<file path="config.mk">
export PLATFORM = sky130hd
export DESIGN_NAME = wheel_momentum_scroll_engine_core
export DESIGN_NICKNAME = d
export VERILOG_FILES = /design/src/rtl/core/wms_pkg.sv /design/src/rtl/core/wheel_momentum_scroll_engine_core.sv /design/src/rtl/core/wms_div.sv /design/src/rtl/core/wms_dp.sv /design/src/rtl/core/wms_ctrl.sv
export SDC_FILE = /design/constraint.sdc
export NUM_CORES = 2
export LEC_CHECK = 0
export BUFFER_PORTS_ARGS = -buffer_cell sky130_fd_sc_hd__buf_2
export CAP_MARGIN = 20
export CORE_MARGIN = 4
export CORE_UTILIZATION = 65
export CTS_CLUSTER_SIZE = 28
export DETAILED_ROUTE_END_ITERATION = 16
export GPL_TIMING_DRIVEN = 0
export PLACE_DENSITY = 0.84
export SKIP_CTS_REPAIR_TIMING = 1
export SLEW_MARGIN = 30
export SYNTH_ARGS = -nofsm -noshare
export SYNTH_HDL_FRONTEND = slang
export SYNTH_HIERARCHICAL = 1
export SYNTH_SLANG_ARGS = --single-unit
</file>
<file path="constraint.sdc">
create_clock -name clk -period 14.15 [get_ports clk]
set_input_delay 0.7075 -clock clk [delete_from_list [all_inputs] [get_ports clk]]
set_output_delay 0.7075 -clock clk [all_outputs]
set_load 0.01 [all_outputs]
</file>
<file path="src/rtl/core/wms_pkg.sv">
// ----------------------------------------------------------------------------
// wms_pkg
// Shared types and constants of the wheel momentum scroll engine.
// ----------------------------------------------------------------------------
package wms_pkg;

    // action codes carried in s_axis_tuser
    localparam logic [2:0] ACT_WHEEL   = 3'd0;
    localparam logic [2:0] ACT_TICK    = 3'd1;
    localparam logic [2:0] ACT_PRESS   = 3'd2;
    localparam logic [2:0] ACT_RELEASE = 3'd3;

    // configuration register indexes
    localparam int unsigned CFG_IDX_W = 2;
    localparam logic [CFG_IDX_W-1:0] REG_MAX_VELOCITY = 2'd0;
    localparam logic [CFG_IDX_W-1:0] REG_SCROLL_GAIN  = 2'd1;
    localparam logic [CFG_IDX_W-1:0] REG_MIN_DECEL    = 2'd2;
    localparam logic [CFG_IDX_W-1:0] REG_NOTCH_SIZE   = 2'd3;

    // register reset values
    localparam logic [15:0] MAX_VELOCITY_RST = 16'd100;
    localparam logic [7:0]  SCROLL_GAIN_RST  = 8'd32;
    localparam logic [15:0] MIN_DECEL_RST    = 16'd328;
    localparam logic [9:0]  NOTCH_SIZE_RST   = 10'd120;

    // max_velocity * 1000 fits in 26 bits
    localparam int unsigned MV_K_W   = 26;
    localparam logic [MV_K_W-1:0] MS_TO_US = 26'd1000;

    localparam logic [23:0] AMOUNT_MAX = 24'hFFFFFF;

    // divider step counts
    localparam int unsigned STEP_W = 6;
    localparam logic [STEP_W-1:0] DIV_STEPS = 6'd32;
    localparam logic [STEP_W-1:0] MOD_STEPS = 6'd16;

    typedef struct packed {
        logic item_load;
        logic wheel_begin;
        logic mod_start;
        logic elapsed_load;
        logic div_load;
        logic sample_take;
        logic vel_avg;
        logic notch_upd;
        logic tick_stop;
        logic mul_load;
        logic tick_upd;
        logic btn_press;
        logic btn_release;
        logic out_load;
    } wms_cmd_t;

    typedef struct packed {
        logic is_wheel;
        logic is_tick;
        logic is_press;
        logic is_release;
        logic mod_skip;
        logic rem_nz;
        logic ltv;
        logic running;
        logic stop_cond;
        logic sample_sat;
        logic div_busy;
        logic out_free;
    } wms_status_t;

endpackage

</file>
<file path="src/rtl/core/wheel_momentum_scroll_engine_core.sv">
// ----------------------------------------------------------------------------
// wheel_momentum_scroll_engine_core
// Inertial wheel-scroll engine: swallows wheel notches, estimates a velocity
// and emits decaying scroll amounts on timer ticks.
// ----------------------------------------------------------------------------
// Usage:
//   s_axis carries one event per transfer: tuser holds the action code,
//   tdata the wheel delta and timestamp. Every event gives exactly one
//   result transfer on m_axis (flags in tuser, signed amount in tdata).
//   cfg writes a register (0 max_velocity, 1 scroll_gain, 2 min_decel,
//   3 notch_size); it is always ready and is meant for idle periods.
// Sequencing:
//   One event at a time. Button, tick and other events skip the divider.
//   A wheel notch first has its remainder checked by the shared restoring
//   divider; a consumed notch with a previous notch then divides again for
//   the velocity sample unless it saturates. A rejected notch leaves either
//   before the divider or after the remainder check.
// Reset:
//   Registers return to their defaults, velocity and all history clear.
// Stall:
//   A result waits in the output register; the next event is taken
//   meanwhile and its result is held back until the first one is taken.
// ----------------------------------------------------------------------------
module wheel_momentum_scroll_engine_core
    import wms_pkg::*;
#(
    parameter int unsigned VELOCITY_FRAC_BITS = 16
)
(
    input  logic                 clk,
    input  logic                 rst_n,
    input  logic                 s_axis_tvalid,
    output logic                 s_axis_tready,
    input  logic [47:0]          s_axis_tdata,   // delta[15:0], event_time[47:16]
    input  logic [2:0]           s_axis_tuser,   // action[2:0]
    output logic                 m_axis_tvalid,
    input  logic                 m_axis_tready,
    output logic [31:0]          m_axis_tdata,   // scroll_amount[24:0], zero fill
    output logic [2:0]           m_axis_tuser,   // consumed[0], scroll_valid[1], coasting[2]
    input  logic                 cfg_valid,
    output logic                 cfg_ready,
    input  logic [CFG_IDX_W-1:0] cfg_index,
    input  logic [15:0]          cfg_data
);

    wms_cmd_t    cmd;
    wms_status_t status;
    logic [24:0] out_amount;

    assign cfg_ready = 1'b1;

    wms_ctrl u_ctrl (
        .clk      (clk),
        .rst_n    (rst_n),
        .in_valid (s_axis_tvalid),
        .in_ready (s_axis_tready),
        .status   (status),
        .cmd      (cmd)
    );

    wms_dp #(
        .VELOCITY_FRAC_BITS (VELOCITY_FRAC_BITS)
    ) u_dp (
        .clk        (clk),
        .rst_n      (rst_n),
        .cmd        (cmd),
        .status     (status),
        .in_action  (s_axis_tuser),
        .in_delta   (s_axis_tdata[15:0]),
        .in_time    (s_axis_tdata[47:16]),
        .cfg_we     (cfg_valid & cfg_ready),
        .cfg_index  (cfg_index),
        .cfg_data   (cfg_data),
        .out_valid  (m_axis_tvalid),
        .out_ready  (m_axis_tready),
        .out_amount (out_amount),
        .out_flags  (m_axis_tuser)
    );

    assign m_axis_tdata = {7'd0, out_amount};

endmodule

</file>
<file path="src/rtl/core/wms_div.sv">
// ----------------------------------------------------------------------------
// wms_div
// Restoring divider, one quotient bit per cycle. Shared between the notch
// remainder check and the velocity sample division.
// ----------------------------------------------------------------------------
module wms_div
    import wms_pkg::*;
(
    input  logic              clk,
    input  logic              rst_n,
    input  logic              start,
    input  logic [STEP_W-1:0] steps,
    input  logic [31:0]       rem_init,
    input  logic [31:0]       quo_init,
    input  logic [31:0]       divisor,
    output logic              busy,
    output logic [31:0]       quotient,
    output logic [31:0]       remainder
);

    logic              busy_reg;
    logic [STEP_W-1:0] cnt_reg;
    logic [31:0]       rem_reg;
    logic [31:0]       quo_reg;
    logic [31:0]       dvs_reg;

    logic [32:0] shifted;
    logic [32:0] diff;
    logic        ge;

    assign shifted = {rem_reg, quo_reg[31]};
    assign diff    = shifted - {1'b0, dvs_reg};
    assign ge      = shifted >= {1'b0, dvs_reg};

    always_ff @(posedge clk or negedge rst_n)
    begin
        if (!rst_n)
        begin
            busy_reg <= 1'b0;
            cnt_reg  <= '0;
        end
        else if (start)
        begin
            busy_reg <= 1'b1;
            cnt_reg  <= steps;
        end
        else if (busy_reg)
        begin
            cnt_reg <= cnt_reg - 1'b1;
            if (cnt_reg == STEP_W'(1))
            begin
                busy_reg <= 1'b0;
            end
        end
    end

    always_ff @(posedge clk)
    begin
        if (start)
        begin
            rem_reg <= rem_init;
            quo_reg <= quo_init;
            dvs_reg <= divisor;
        end
        else if (busy_reg)
        begin
            // remainder stays below the divisor, so 32 bits hold it
            rem_reg <= ge ? diff[31:0] : shifted[31:0];
            quo_reg <= {quo_reg[30:0], ge};
        end
    end

    assign busy      = busy_reg;
    assign quotient  = quo_reg;
    assign remainder = rem_reg;

endmodule

</file>
<file path="src/rtl/core/wms_dp.sv">
// ----------------------------------------------------------------------------
// wms_dp
// Datapath: configuration, engine state, multipliers, divider and the
// output register.
// ----------------------------------------------------------------------------
module wms_dp
    import wms_pkg::*;
#(
    parameter int unsigned VELOCITY_FRAC_BITS = 16
)
(
    input  logic                 clk,
    input  logic                 rst_n,
    input  wms_cmd_t             cmd,
    output wms_status_t          status,
    input  logic [2:0]           in_action,
    input  logic [15:0]          in_delta,
    input  logic [31:0]          in_time,
    input  logic                 cfg_we,
    input  logic [CFG_IDX_W-1:0] cfg_index,
    input  logic [15:0]          cfg_data,
    output logic                 out_valid,
    input  logic                 out_ready,
    output logic [24:0]          out_amount,
    output logic [2:0]           out_flags
);

    localparam int unsigned F     = VELOCITY_FRAC_BITS;
    localparam int unsigned NUM_W = MV_K_W + F;

    logic [15:0] max_velocity_reg;
    logic [7:0]  scroll_gain_reg;
    logic [15:0] min_decel_reg;
    logic [9:0]  notch_size_reg;

    logic [2:0]  action_reg;
    logic [15:0] delta_reg;
    logic [31:0] time_reg;

    logic [31:0] velocity_reg;
    logic [31:0] last_time_reg;
    logic        last_time_valid_reg;
    logic        last_dir_up_reg;
    logic        running_reg;
    logic        run_dir_up_reg;
    logic        button_held_reg;

    logic [31:0]      elapsed_reg;
    logic [NUM_W-1:0] num_reg;
    logic [31:0]      sample_reg;
    logic [39:0]      prod_gain_reg;
    logic [63:0]      prod_sq_reg;

    logic        res_consumed_reg;
    logic        res_valid_reg;
    logic [24:0] res_amount_reg;

    logic        out_valid_reg;
    logic [24:0] out_amount_reg;
    logic [2:0]  out_flags_reg;

    logic              delta_neg;
    logic [15:0]       delta_mag;
    logic              dir_up;
    logic [MV_K_W-1:0] mv_k;
    logic              sample_sat;
    logic [32:0]       vel_sum;
    logic [39:0]       gain_shift;
    logic [23:0]       amt_mag;
    logic [24:0]       amount;
    logic [63:0]       sq_shift;
    logic [15:0]       min_eff;
    logic [31:0]       decel;
    logic              vel_zero;

    logic              div_start;
    logic [STEP_W-1:0] div_steps;
    logic [31:0]       div_rem_init;
    logic [31:0]       div_quo_init;
    logic [31:0]       div_divisor;
    logic              div_busy;
    logic [31:0]       div_quo;
    logic [31:0]       div_rem;

    // ---- wheel notch arithmetic
    assign delta_neg = delta_reg[15];
    assign delta_mag = delta_neg ? (16'd0 - delta_reg) : delta_reg;
    assign dir_up    = ~delta_neg;
    assign mv_k      = MV_K_W'(max_velocity_reg) * MS_TO_US;

    // quotient overflows 32 bits when the numerator's upper part reaches elapsed
    assign sample_sat = (elapsed_reg == 32'd0) ||
                        (32'(num_reg[NUM_W-1:32]) >= elapsed_reg);
    assign vel_sum    = {1'b0, velocity_reg} + {1'b0, sample_reg};

    // ---- tick arithmetic
    assign gain_shift = prod_gain_reg >> F;
    assign amt_mag    = (|gain_shift[39:24]) ? AMOUNT_MAX : gain_shift[23:0];
    assign amount     = run_dir_up_reg ? {1'b0, amt_mag} : (25'd0 - {1'b0, amt_mag});
    assign sq_shift   = prod_sq_reg >> (F + 4);
    assign min_eff    = (min_decel_reg == 16'd0) ? 16'd1 : min_decel_reg;
    assign decel      = (sq_shift[31:0] > 32'(min_eff)) ? sq_shift[31:0] : 32'(min_eff);
    assign vel_zero   = (|sq_shift[63:32]) || (decel >= velocity_reg);

    // ---- shared divider
    assign div_start    = cmd.mod_start | (cmd.div_load & ~sample_sat);
    assign div_steps    = cmd.mod_start ? MOD_STEPS : DIV_STEPS;
    assign div_rem_init = cmd.mod_start ? 32'd0 : 32'(num_reg[NUM_W-1:32]);
    assign div_quo_init = cmd.mod_start ? {delta_mag, 16'd0} : num_reg[31:0];
    assign div_divisor  = cmd.mod_start ? 32'(notch_size_reg) : elapsed_reg;

    wms_div u_div (
        .clk       (clk),
        .rst_n     (rst_n),
        .start     (div_start),
        .steps     (div_steps),
        .rem_init  (div_rem_init),
        .quo_init  (div_quo_init),
        .divisor   (div_divisor),
        .busy      (div_busy),
        .quotient  (div_quo),
        .remainder (div_rem)
    );

    // ---- status to the controller
    always_comb
    begin
        status            = '0;
        unique case (action_reg)
            ACT_WHEEL:   status.is_wheel   = 1'b1;
            ACT_TICK:    status.is_tick    = 1'b1;
            ACT_PRESS:   status.is_press   = 1'b1;
            ACT_RELEASE: status.is_release = 1'b1;
            default:     ;
        endcase
        status.mod_skip   = (delta_mag == 16'd0) || (notch_size_reg == 10'd0);
        status.rem_nz     = (div_rem != 32'd0);
        status.ltv        = last_time_valid_reg;
        status.running    = running_reg;
        status.stop_cond  = button_held_reg || (velocity_reg == 32'd0) ||
                            (last_dir_up_reg != run_dir_up_reg);
        status.sample_sat = sample_sat;
        status.div_busy   = div_busy;
        status.out_free   = ~out_valid_reg | out_ready;
    end

    // ---- configuration
    always_ff @(posedge clk or negedge rst_n)
    begin
        if (!rst_n)
        begin
            max_velocity_reg <= MAX_VELOCITY_RST;
            scroll_gain_reg  <= SCROLL_GAIN_RST;
            min_decel_reg    <= MIN_DECEL_RST;
            notch_size_reg   <= NOTCH_SIZE_RST;
        end
        else if (cfg_we)
        begin
            unique case (cfg_index)
                REG_MAX_VELOCITY: max_velocity_reg <= cfg_data;
                REG_SCROLL_GAIN:  scroll_gain_reg  <= cfg_data[7:0];
                REG_MIN_DECEL:    min_decel_reg    <= cfg_data;
                REG_NOTCH_SIZE:   notch_size_reg   <= cfg_data[9:0];
                default:          ;
            endcase
        end
    end

    // ---- engine state
    always_ff @(posedge clk or negedge rst_n)
    begin
        if (!rst_n)
        begin
            velocity_reg        <= '0;
            last_time_reg       <= '0;
            last_time_valid_reg <= 1'b0;
            last_dir_up_reg     <= 1'b0;
            running_reg         <= 1'b0;
            run_dir_up_reg      <= 1'b0;
            button_held_reg     <= 1'b0;
        end
        else
        begin
            if (cmd.wheel_begin || cmd.btn_release)
            begin
                button_held_reg <= 1'b0;
            end
            if (cmd.btn_press)
            begin
                button_held_reg <= 1'b1;
            end
            if (cmd.vel_avg)
            begin
                velocity_reg <= (dir_up != last_dir_up_reg) ? 32'd0 : vel_sum[32:1];
            end
            if (cmd.notch_upd)
            begin
                if (!running_reg && velocity_reg != 32'd0)
                begin
                    running_reg    <= 1'b1;
                    run_dir_up_reg <= dir_up;
                end
                last_dir_up_reg     <= dir_up;
                last_time_reg       <= time_reg;
                last_time_valid_reg <= 1'b1;
            end
            if (cmd.tick_stop)
            begin
                running_reg         <= 1'b0;
                velocity_reg        <= '0;
                last_time_reg       <= '0;
                last_time_valid_reg <= 1'b0;
            end
            if (cmd.tick_upd)
            begin
                velocity_reg <= vel_zero ? 32'd0 : (velocity_reg - decel);
            end
        end
    end

    // ---- item and working registers
    always_ff @(posedge clk)
    begin
        if (cmd.item_load)
        begin
            action_reg <= in_action;
            delta_reg  <= in_delta;
            time_reg   <= in_time;
        end
        if (cmd.elapsed_load)
        begin
            elapsed_reg <= time_reg - last_time_reg;
            num_reg     <= NUM_W'(mv_k) << F;
        end
        if (cmd.div_load)
        begin
            sample_reg <= 32'hFFFF_FFFF;
        end
        if (cmd.sample_take)
        begin
            sample_reg <= div_quo;
        end
        if (cmd.mul_load)
        begin
            prod_gain_reg <= 40'(velocity_reg) * 40'(scroll_gain_reg);
            prod_sq_reg   <= 64'(velocity_reg) * 64'(velocity_reg);
        end
    end

    // ---- result and output register
    always_ff @(posedge clk or negedge rst_n)
    begin
        if (!rst_n)
        begin
            res_consumed_reg <= 1'b0;
            res_valid_reg    <= 1'b0;
            res_amount_reg   <= '0;
            out_valid_reg    <= 1'b0;
        end
        else
        begin
            if (cmd.item_load)
            begin
                res_consumed_reg <= 1'b0;
                res_valid_reg    <= 1'b0;
                res_amount_reg   <= '0;
            end
            if (cmd.notch_upd)
            begin
                res_consumed_reg <= 1'b1;
            end
            if (cmd.tick_upd)
            begin
                res_valid_reg  <= 1'b1;
                res_amount_reg <= amount;
            end
            if (cmd.out_load)
            begin
                out_valid_reg <= 1'b1;
            end
            else if (out_ready)
            begin
                out_valid_reg <= 1'b0;
            end
        end
    end

    always_ff @(posedge clk)
    begin
        if (cmd.out_load)
        begin
            out_amount_reg <= res_amount_reg;
            out_flags_reg  <= {running_reg, res_valid_reg, res_consumed_reg};
        end
    end

    assign out_valid  = out_valid_reg;
    assign out_amount = out_amount_reg;
    assign out_flags  = out_flags_reg;

endmodule

</file>
<file path="src/rtl/core/wms_ctrl.sv">
// ----------------------------------------------------------------------------
// wms_ctrl
// Controller: sequences one item at a time through the datapath.
// ----------------------------------------------------------------------------
module wms_ctrl
    import wms_pkg::*;
(
    input  logic        clk,
    input  logic        rst_n,
    input  logic        in_valid,
    output logic        in_ready,
    input  wms_status_t status,
    output wms_cmd_t    cmd
);

    typedef enum logic [9:0] {
        S_IDLE    = 10'b00_0000_0001,
        S_DECODE  = 10'b00_0000_0010,
        S_MOD     = 10'b00_0000_0100,
        S_ELAPSED = 10'b00_0000_1000,
        S_DIV_LD  = 10'b00_0001_0000,
        S_DIV     = 10'b00_0010_0000,
        S_AVG     = 10'b00_0100_0000,
        S_NOTCH   = 10'b00_1000_0000,
        S_TICK    = 10'b01_0000_0000,
        S_DONE    = 10'b10_0000_0000
    } state_t;

    state_t state_reg;
    state_t state_next;

    always_ff @(posedge clk or negedge rst_n)
    begin
        if (!rst_n)
        begin
            state_reg <= S_IDLE;
        end
        else
        begin
            state_reg <= state_next;
        end
    end

    assign in_ready = (state_reg == S_IDLE);

    always_comb
    begin
        cmd        = '0;
        state_next = state_reg;
        unique case (state_reg)
            S_IDLE:
            begin
                if (in_valid)
                begin
                    cmd.item_load = 1'b1;
                    state_next    = S_DECODE;
                end
            end
            S_DECODE:
            begin
                state_next = S_DONE;
                if (status.is_wheel)
                begin
                    cmd.wheel_begin = 1'b1;
                    if (!status.mod_skip)
                    begin
                        cmd.mod_start = 1'b1;
                        state_next    = S_MOD;
                    end
                end
                else if (status.is_tick)
                begin
                    if (status.running)
                    begin
                        if (status.stop_cond)
                        begin
                            cmd.tick_stop = 1'b1;
                        end
                        else
                        begin
                            cmd.mul_load = 1'b1;
                            state_next   = S_TICK;
                        end
                    end
                end
                else if (status.is_press)
                begin
                    cmd.btn_press = 1'b1;
                end
                else if (status.is_release)
                begin
                    cmd.btn_release = 1'b1;
                end
            end
            S_MOD:
            begin
                if (!status.div_busy)
                begin
                    if (status.rem_nz)
                    begin
                        state_next = S_DONE;
                    end
                    else if (status.ltv)
                    begin
                        cmd.elapsed_load = 1'b1;
                        state_next       = S_DIV_LD;
                    end
                    else
                    begin
                        state_next = S_NOTCH;
                    end
                end
            end
            S_ELAPSED:
            begin
                // not entered: elapsed time is captured on leaving S_MOD
                state_next = S_DIV_LD;
            end
            S_DIV_LD:
            begin
                cmd.div_load = 1'b1;
                state_next   = status.sample_sat ? S_AVG : S_DIV;
            end
            S_DIV:
            begin
                if (!status.div_busy)
                begin
                    cmd.sample_take = 1'b1;
                    state_next      = S_AVG;
                end
            end
            S_AVG:
            begin
                cmd.vel_avg = 1'b1;
                state_next  = S_NOTCH;
            end
            S_NOTCH:
            begin
                cmd.notch_upd = 1'b1;
                state_next    = S_DONE;
            end
            S_TICK:
            begin
                cmd.tick_upd = 1'b1;
                state_next   = S_DONE;
            end
            S_DONE:
            begin
                if (status.out_free)
                begin
                    cmd.out_load = 1'b1;
                    state_next   = S_IDLE;
                end
            end
            default:
            begin
                state_next = S_IDLE;
            end
        endcase
    end

endmodule

</file>
# Yosys cells after proc, flatten, opt, wreduce, memory -nomap -nowiden
# Cells that the tools add are included.
# totals
reg_bits,530
inputBits,74
out_inout_bits,38
elab_cells,197
# classes
n_addsub,7
multipliers,3
magnitude_cmp,4
eq_ne,23
mux,87
bitwise,6
n_reduce_logical,35
# op_table
op,count
$mux W32,16
$mux W10,12
$sub A32 B32 Y32,3
$pmux W10 S9,1
$mux W25,3
$logic_not A32 Y1,2
$mul A32 B32 Y64,1
$reduce_bool A32 Y1,2
$mul A32 B8 Y40,1
$mux W1,39
$add A32 B32 Y33,1
$ge A33 B32 Y1,1
$ge A10 B32 Y1,1
$ge A32 B32 Y1,1
$gt A32 B16 Y1,1
$logic_not A16 Y1,2
$mux W16,2
$sub A1 B24 Y25 const A,1
$mul A16 B7 Y23 const B,1
$mux W2,9
$mux W6,3
$reduce_bool A2 Y1,8
$sub A1 B16 Y16 const A,1
$reduce_and A2 Y1,6
other kinds (33),47

# Longest topological paths before layout
# logic_depth
word_depth,10
mapped_depth,32
depth_no_buf,31

# Hierarchy
# The synthesis kept the hierarchy.
# by_module_without_submodules
module,instances,cells_per_inst,area_per_inst_um2
wms_dp,1,5917,58117.0
wms_div,1,609,6408.6
wms_ctrl,1,85,735.7
wheel_momentum_scroll_engine_core,1,10,67.6

# Worst setup path before layout
# No wires, ideal clock.
# synth_timing
path_type,register -> register
from,register u_ctrl.state_reg[7]
to,"register u_dp.prod_gain_reg[16], enable pin"
arrival_ps,7743
required_time_ps,13489
path_slack_ps,5745
path_stages_with_launch,5
synth_period_minus_slack_ps,8405
path_cell_list,dfrtp_1 -> buf_6 -> nor4_1 -> nand3_1 -> nor4_1
# synth_lines
item,line,rtl
from (decl),wms_ctrl.sv:29,state_t state_reg;
from (signal assigned),wms_ctrl.sv:40,state_reg <= state_next;
to (signal assigned),wms_dp.sv:245,prod_gain_reg <= 40'(velocity_reg) * 40'(scroll_gain_reg);
to (decl),wms_dp.sv:51,logic [39:0] prod_gain_reg;

# Final worst setup path
# layout_timing
from,register u_dp.velocity_reg[10]
to,register u_dp.prod_sq_reg[59] (data pin)
# layout_between
elab_chain_cells,1
# layout_lines
item,line,rtl
from (decl),wms_dp.sv:40,logic [31:0] velocity_reg;
from (signal assigned),wms_dp.sv:194,velocity_reg <= (dir_up != last_dir_up_reg) ? 32'd0 : vel_sum[32:1];
from (signal assigned),wms_dp.sv:216,velocity_reg <= vel_zero ? 32'd0 : (velocity_reg - decel);
$mul A32 B32 Y64,wms_dp.sv:246,prod_sq_reg <= 64'(velocity_reg) * 64'(velocity_reg);
to (signal assigned),wms_dp.sv:246,
to (decl),wms_dp.sv:52,logic [63:0] prod_sq_reg;
# No other way between the ends.
# A chain may end at the register's enable or synchronous reset.

==> results.txt <==
Area Overhead vs Synth = 7.26%
DR pass1 iterations = 8
Sink Count = 493
Setup violations, final = 0
CP delay by family, top = adder cells
Average wire per standard cell = 24.8 µm
Outcome = completed
Levels on crit path = 28
DRT iter0 DRCs = 5018
Kind of critical path = reg -> reg
PwrDens = 94.2 nW/µm²
Fin. Hold Viols = 0
Post-synth EDFFs = 330
CP most frequent cell = fa_1
Die outline width = 325 µm
Synthesized cell area = 65300 µm²
Sw Ratio = 38.0%
Vias in the first global route = 52600
Global Route met3 Usage = 11.5%
Worst-margin pin slew = 1.21 ns
Die Span Y = 325 µm
CP arrival = 11.09 ns
DRC = 0
Critical path's slowest cell = dfrtp_1
CTS Root Buffer Type = clkbuf_16
CP bufs+invs = 9
Number of library cell types mapped by synthesis = 102
FP Rows = 116
Grt peak-use layer = met2
Final slew viol count = 0
Number of flip-flops in the largest register = 44
Met2 Track Usage GR = 60.8%
RSZ-0062 raised after global routing = false
Fraction of layout cells with a size suffix above 1 = 6.53%
Max-slew headroom = 19.2%
Sequential area share after synthesis = 21.4%
GR Layer Usage met1 = 47.7%
Worst ir drop on vdd = 0.000260 V
Reg power frac = 32.2%
Vias per std cell = 6.11
Worst setup EP type = register
Reg-to-reg setup timing slack = 3.49 ns
WHS Path Cells = 1
Initial antenna violation count = 17
Core region area = 99900 µm²
Vias after detailed routing = 50200
Placer Congestion = 1.02
Final nets = 8515
Final hold slack = 0.205 ns
Cells after Synth = 6621
Worst R2R End = u_dp/prod_sq_reg[59]
I/O pin count = 112
CP Launch Type = register
Achievable Freq = 0.0938 GHz
Number of I/O port buffers = 103
All-layer global routing usage = 38.9%
Register Area = 14000 µm²
Leak = 33.5 nW
First-pass GRT wire length = 309 mm
Syn. warnings = 6
Largest net degree at the start of global routing = 86
Largest cells by area after synthesis = fa_1, edfxtp_1, ha_1
Hold path start = s_axis_tdata[30]
Initial Utilization = 65.4%
Min cycle time layout = 10.66 ns
Critical Path Max Stage Delay = 0.96 ns
Total die area = 106000 µm²
Final period util = 75.3%
Share of flip-flops with an asynchronous set or reset = 33.1%
Clock-pin slew on the worst setup and hold paths = 0.06 ns
Worst Hold End = u_dp/time_reg[14]
Worst EP required = 14.57 ns
DP Cell Count = 8099
Synth Register Bits = 493
CTS tree = built
Fillcell total = 7451
Crit Path Max Fanout = 10
Synth top area share = 31.6%
Worst hold path type = in -> reg
CTS Buffer Depth = 3
Combinational share of power = 44.5%
Dominant cell type by area after synthesis = fa_1
Internal Power = 4.09 mW
Utilization after layout = 70.2%
Htree depth = 2
Clk_lat worst skew = 0.68 ns
Num CTS Buffers = 54
MaxCap Viol Count = 0
Avg Cell Area, Syn = 9.87 µm²
Commonest non-fill, non-tap cell in the layout = inv_1
ANT nets after route = 0
R2R depth = 28
Total gr overflow = 0
Final Instance Count excl. Fillers = 8219
Reg2reg start = u_dp/velocity_reg[10]
Power share of the clock group = 23.4%
Psw = 2.51 mW
Drt total wl = 204 mm
Commonest cells after routing, fill and taps aside = inv_1, fa_1, nand2_1, ha_1, edfxtp_1
Clock Skews = 0.0411 ns
Hpwl dp = 161 mm
Synth Flop Type = edfxtp_1
Area of the multi-input gates = 45300 µm²
Setup TNS Final = 0 ns
==> worst reg2reg max path: cells and delay by family (launching register included) <==
family | cells | cell delay, ns
fa+ha+maj | 9 | 4.49
compound gates | 4 | 1.94
buf+inv | 9 | 1.88
simple gates | 5 | 1.05
flops | 1 | 0.96
xor+xnor | 1 | 0.12
==> Yosys cell counts (52+ instances only) <==
cell,instances
nand4_1,57
nand3_1,75
xor2_1,117
o21ai_0,115
mux2_2,83
and2_1,296
clkbuf_1,221
nor2b_1,71
dfrtp_1,151
xnor2_1,146
ha_1,552
nand2_1,595
a21o_1,99
a31oi_1,54
edfxtp_1,330
inv_1,1356
a21oi_1,248
mux2i_1,54
nand2b_1,68
nor3_1,53
fa_1,1030
o21ai_1,52
nor2_1,286
==> logic make-up after synthesis <==
| family | after synthesis | share of synthesized area [%] |
|---|---|---|
| and+or+nand+nor | 1645 | 12.3 |
| DFF | 493 | 21.4 |
| buffers and inverters | 1630 | 9.52 |
| muxes | 138 | 2.28 |
| other | 3 | 0.0172 |
| xor gates and xnor gates | 263 | 3.53 |
| AOI/OAI and AO/OA | 867 | 8.78 |
| adders and majority gates | 1582 | 42.1 |
==> metrics by stage <==
step                worst slack (ns)  area [µm²]  power [mW]
floorplan                       5.75       65500        4.26
global placement               0.954       67600        4.85
CTS                             3.52       70000        6.58
detailed placement              3.54       68000        5.01
global route                    3.41       70000        7.01
finish                          3.49       70100        6.60
==> area by class of cell <==
| class | instances | area share [%] |
|---|---|---|
| Tap cell | 1298 | 2.32 |
| Sequential cell | 493 | 20.0 |
| Inverter | 1362 | 7.30 |
| Buffer | 268 | 1.64 |
| Clock inverter | 29 | 0.629 |
| Clock buffer | 73 | 2.19 |
| Timing Repair Buffer | 135 | 1.17 |
| Multi-Input combinational cell | 4545 | 64.7 |
| Antenna cell | 16 | 0.0571 |
==> power by group through the flow <==
stage | Sequential (mW) | Clock, mW | Combinational (mW)
after global placement | 2.14 | 0 | 2.71
after detailed placement | 2.14 | 0 | 2.88
final | 2.12 | 1.54 | 2.94
after global routing | 2.14 | 1.62 | 3.25
after CTS | 2.12 | 1.56 | 2.91
after floorplan | 2.05 | 0 | 2.21
==> layer usage <==
| metal | up-vias | share of wire, % |
|---|---|---|
| li1 | 21600 | - |
| met1 | 24900 | 35 |
| met2 | 2893 | 45 |
| met3 | 813 | 12 |
| met4 | 6 | 8.2 |
| met5 | - | 0.032 |
==> worst max-delay path by stage <==
stage	from	to
finish	u_dp/velocity_reg[10]	u_dp/prod_sq_reg[59]
global route	u_dp/velocity_reg[12]	u_dp/prod_sq_reg[59]
CTS	u_dp/velocity_reg[6]	u_dp/prod_sq_reg[62]
detailed placement	u_dp/velocity_reg[6]	u_dp/prod_sq_reg[50]
global placement	u_dp/velocity_reg[24]	u_dp/prod_sq_reg[31]
floorplan	u_ctrl/state_reg[7]	u_dp/prod_gain_reg[16]
(Power assumes the default switching activity.)
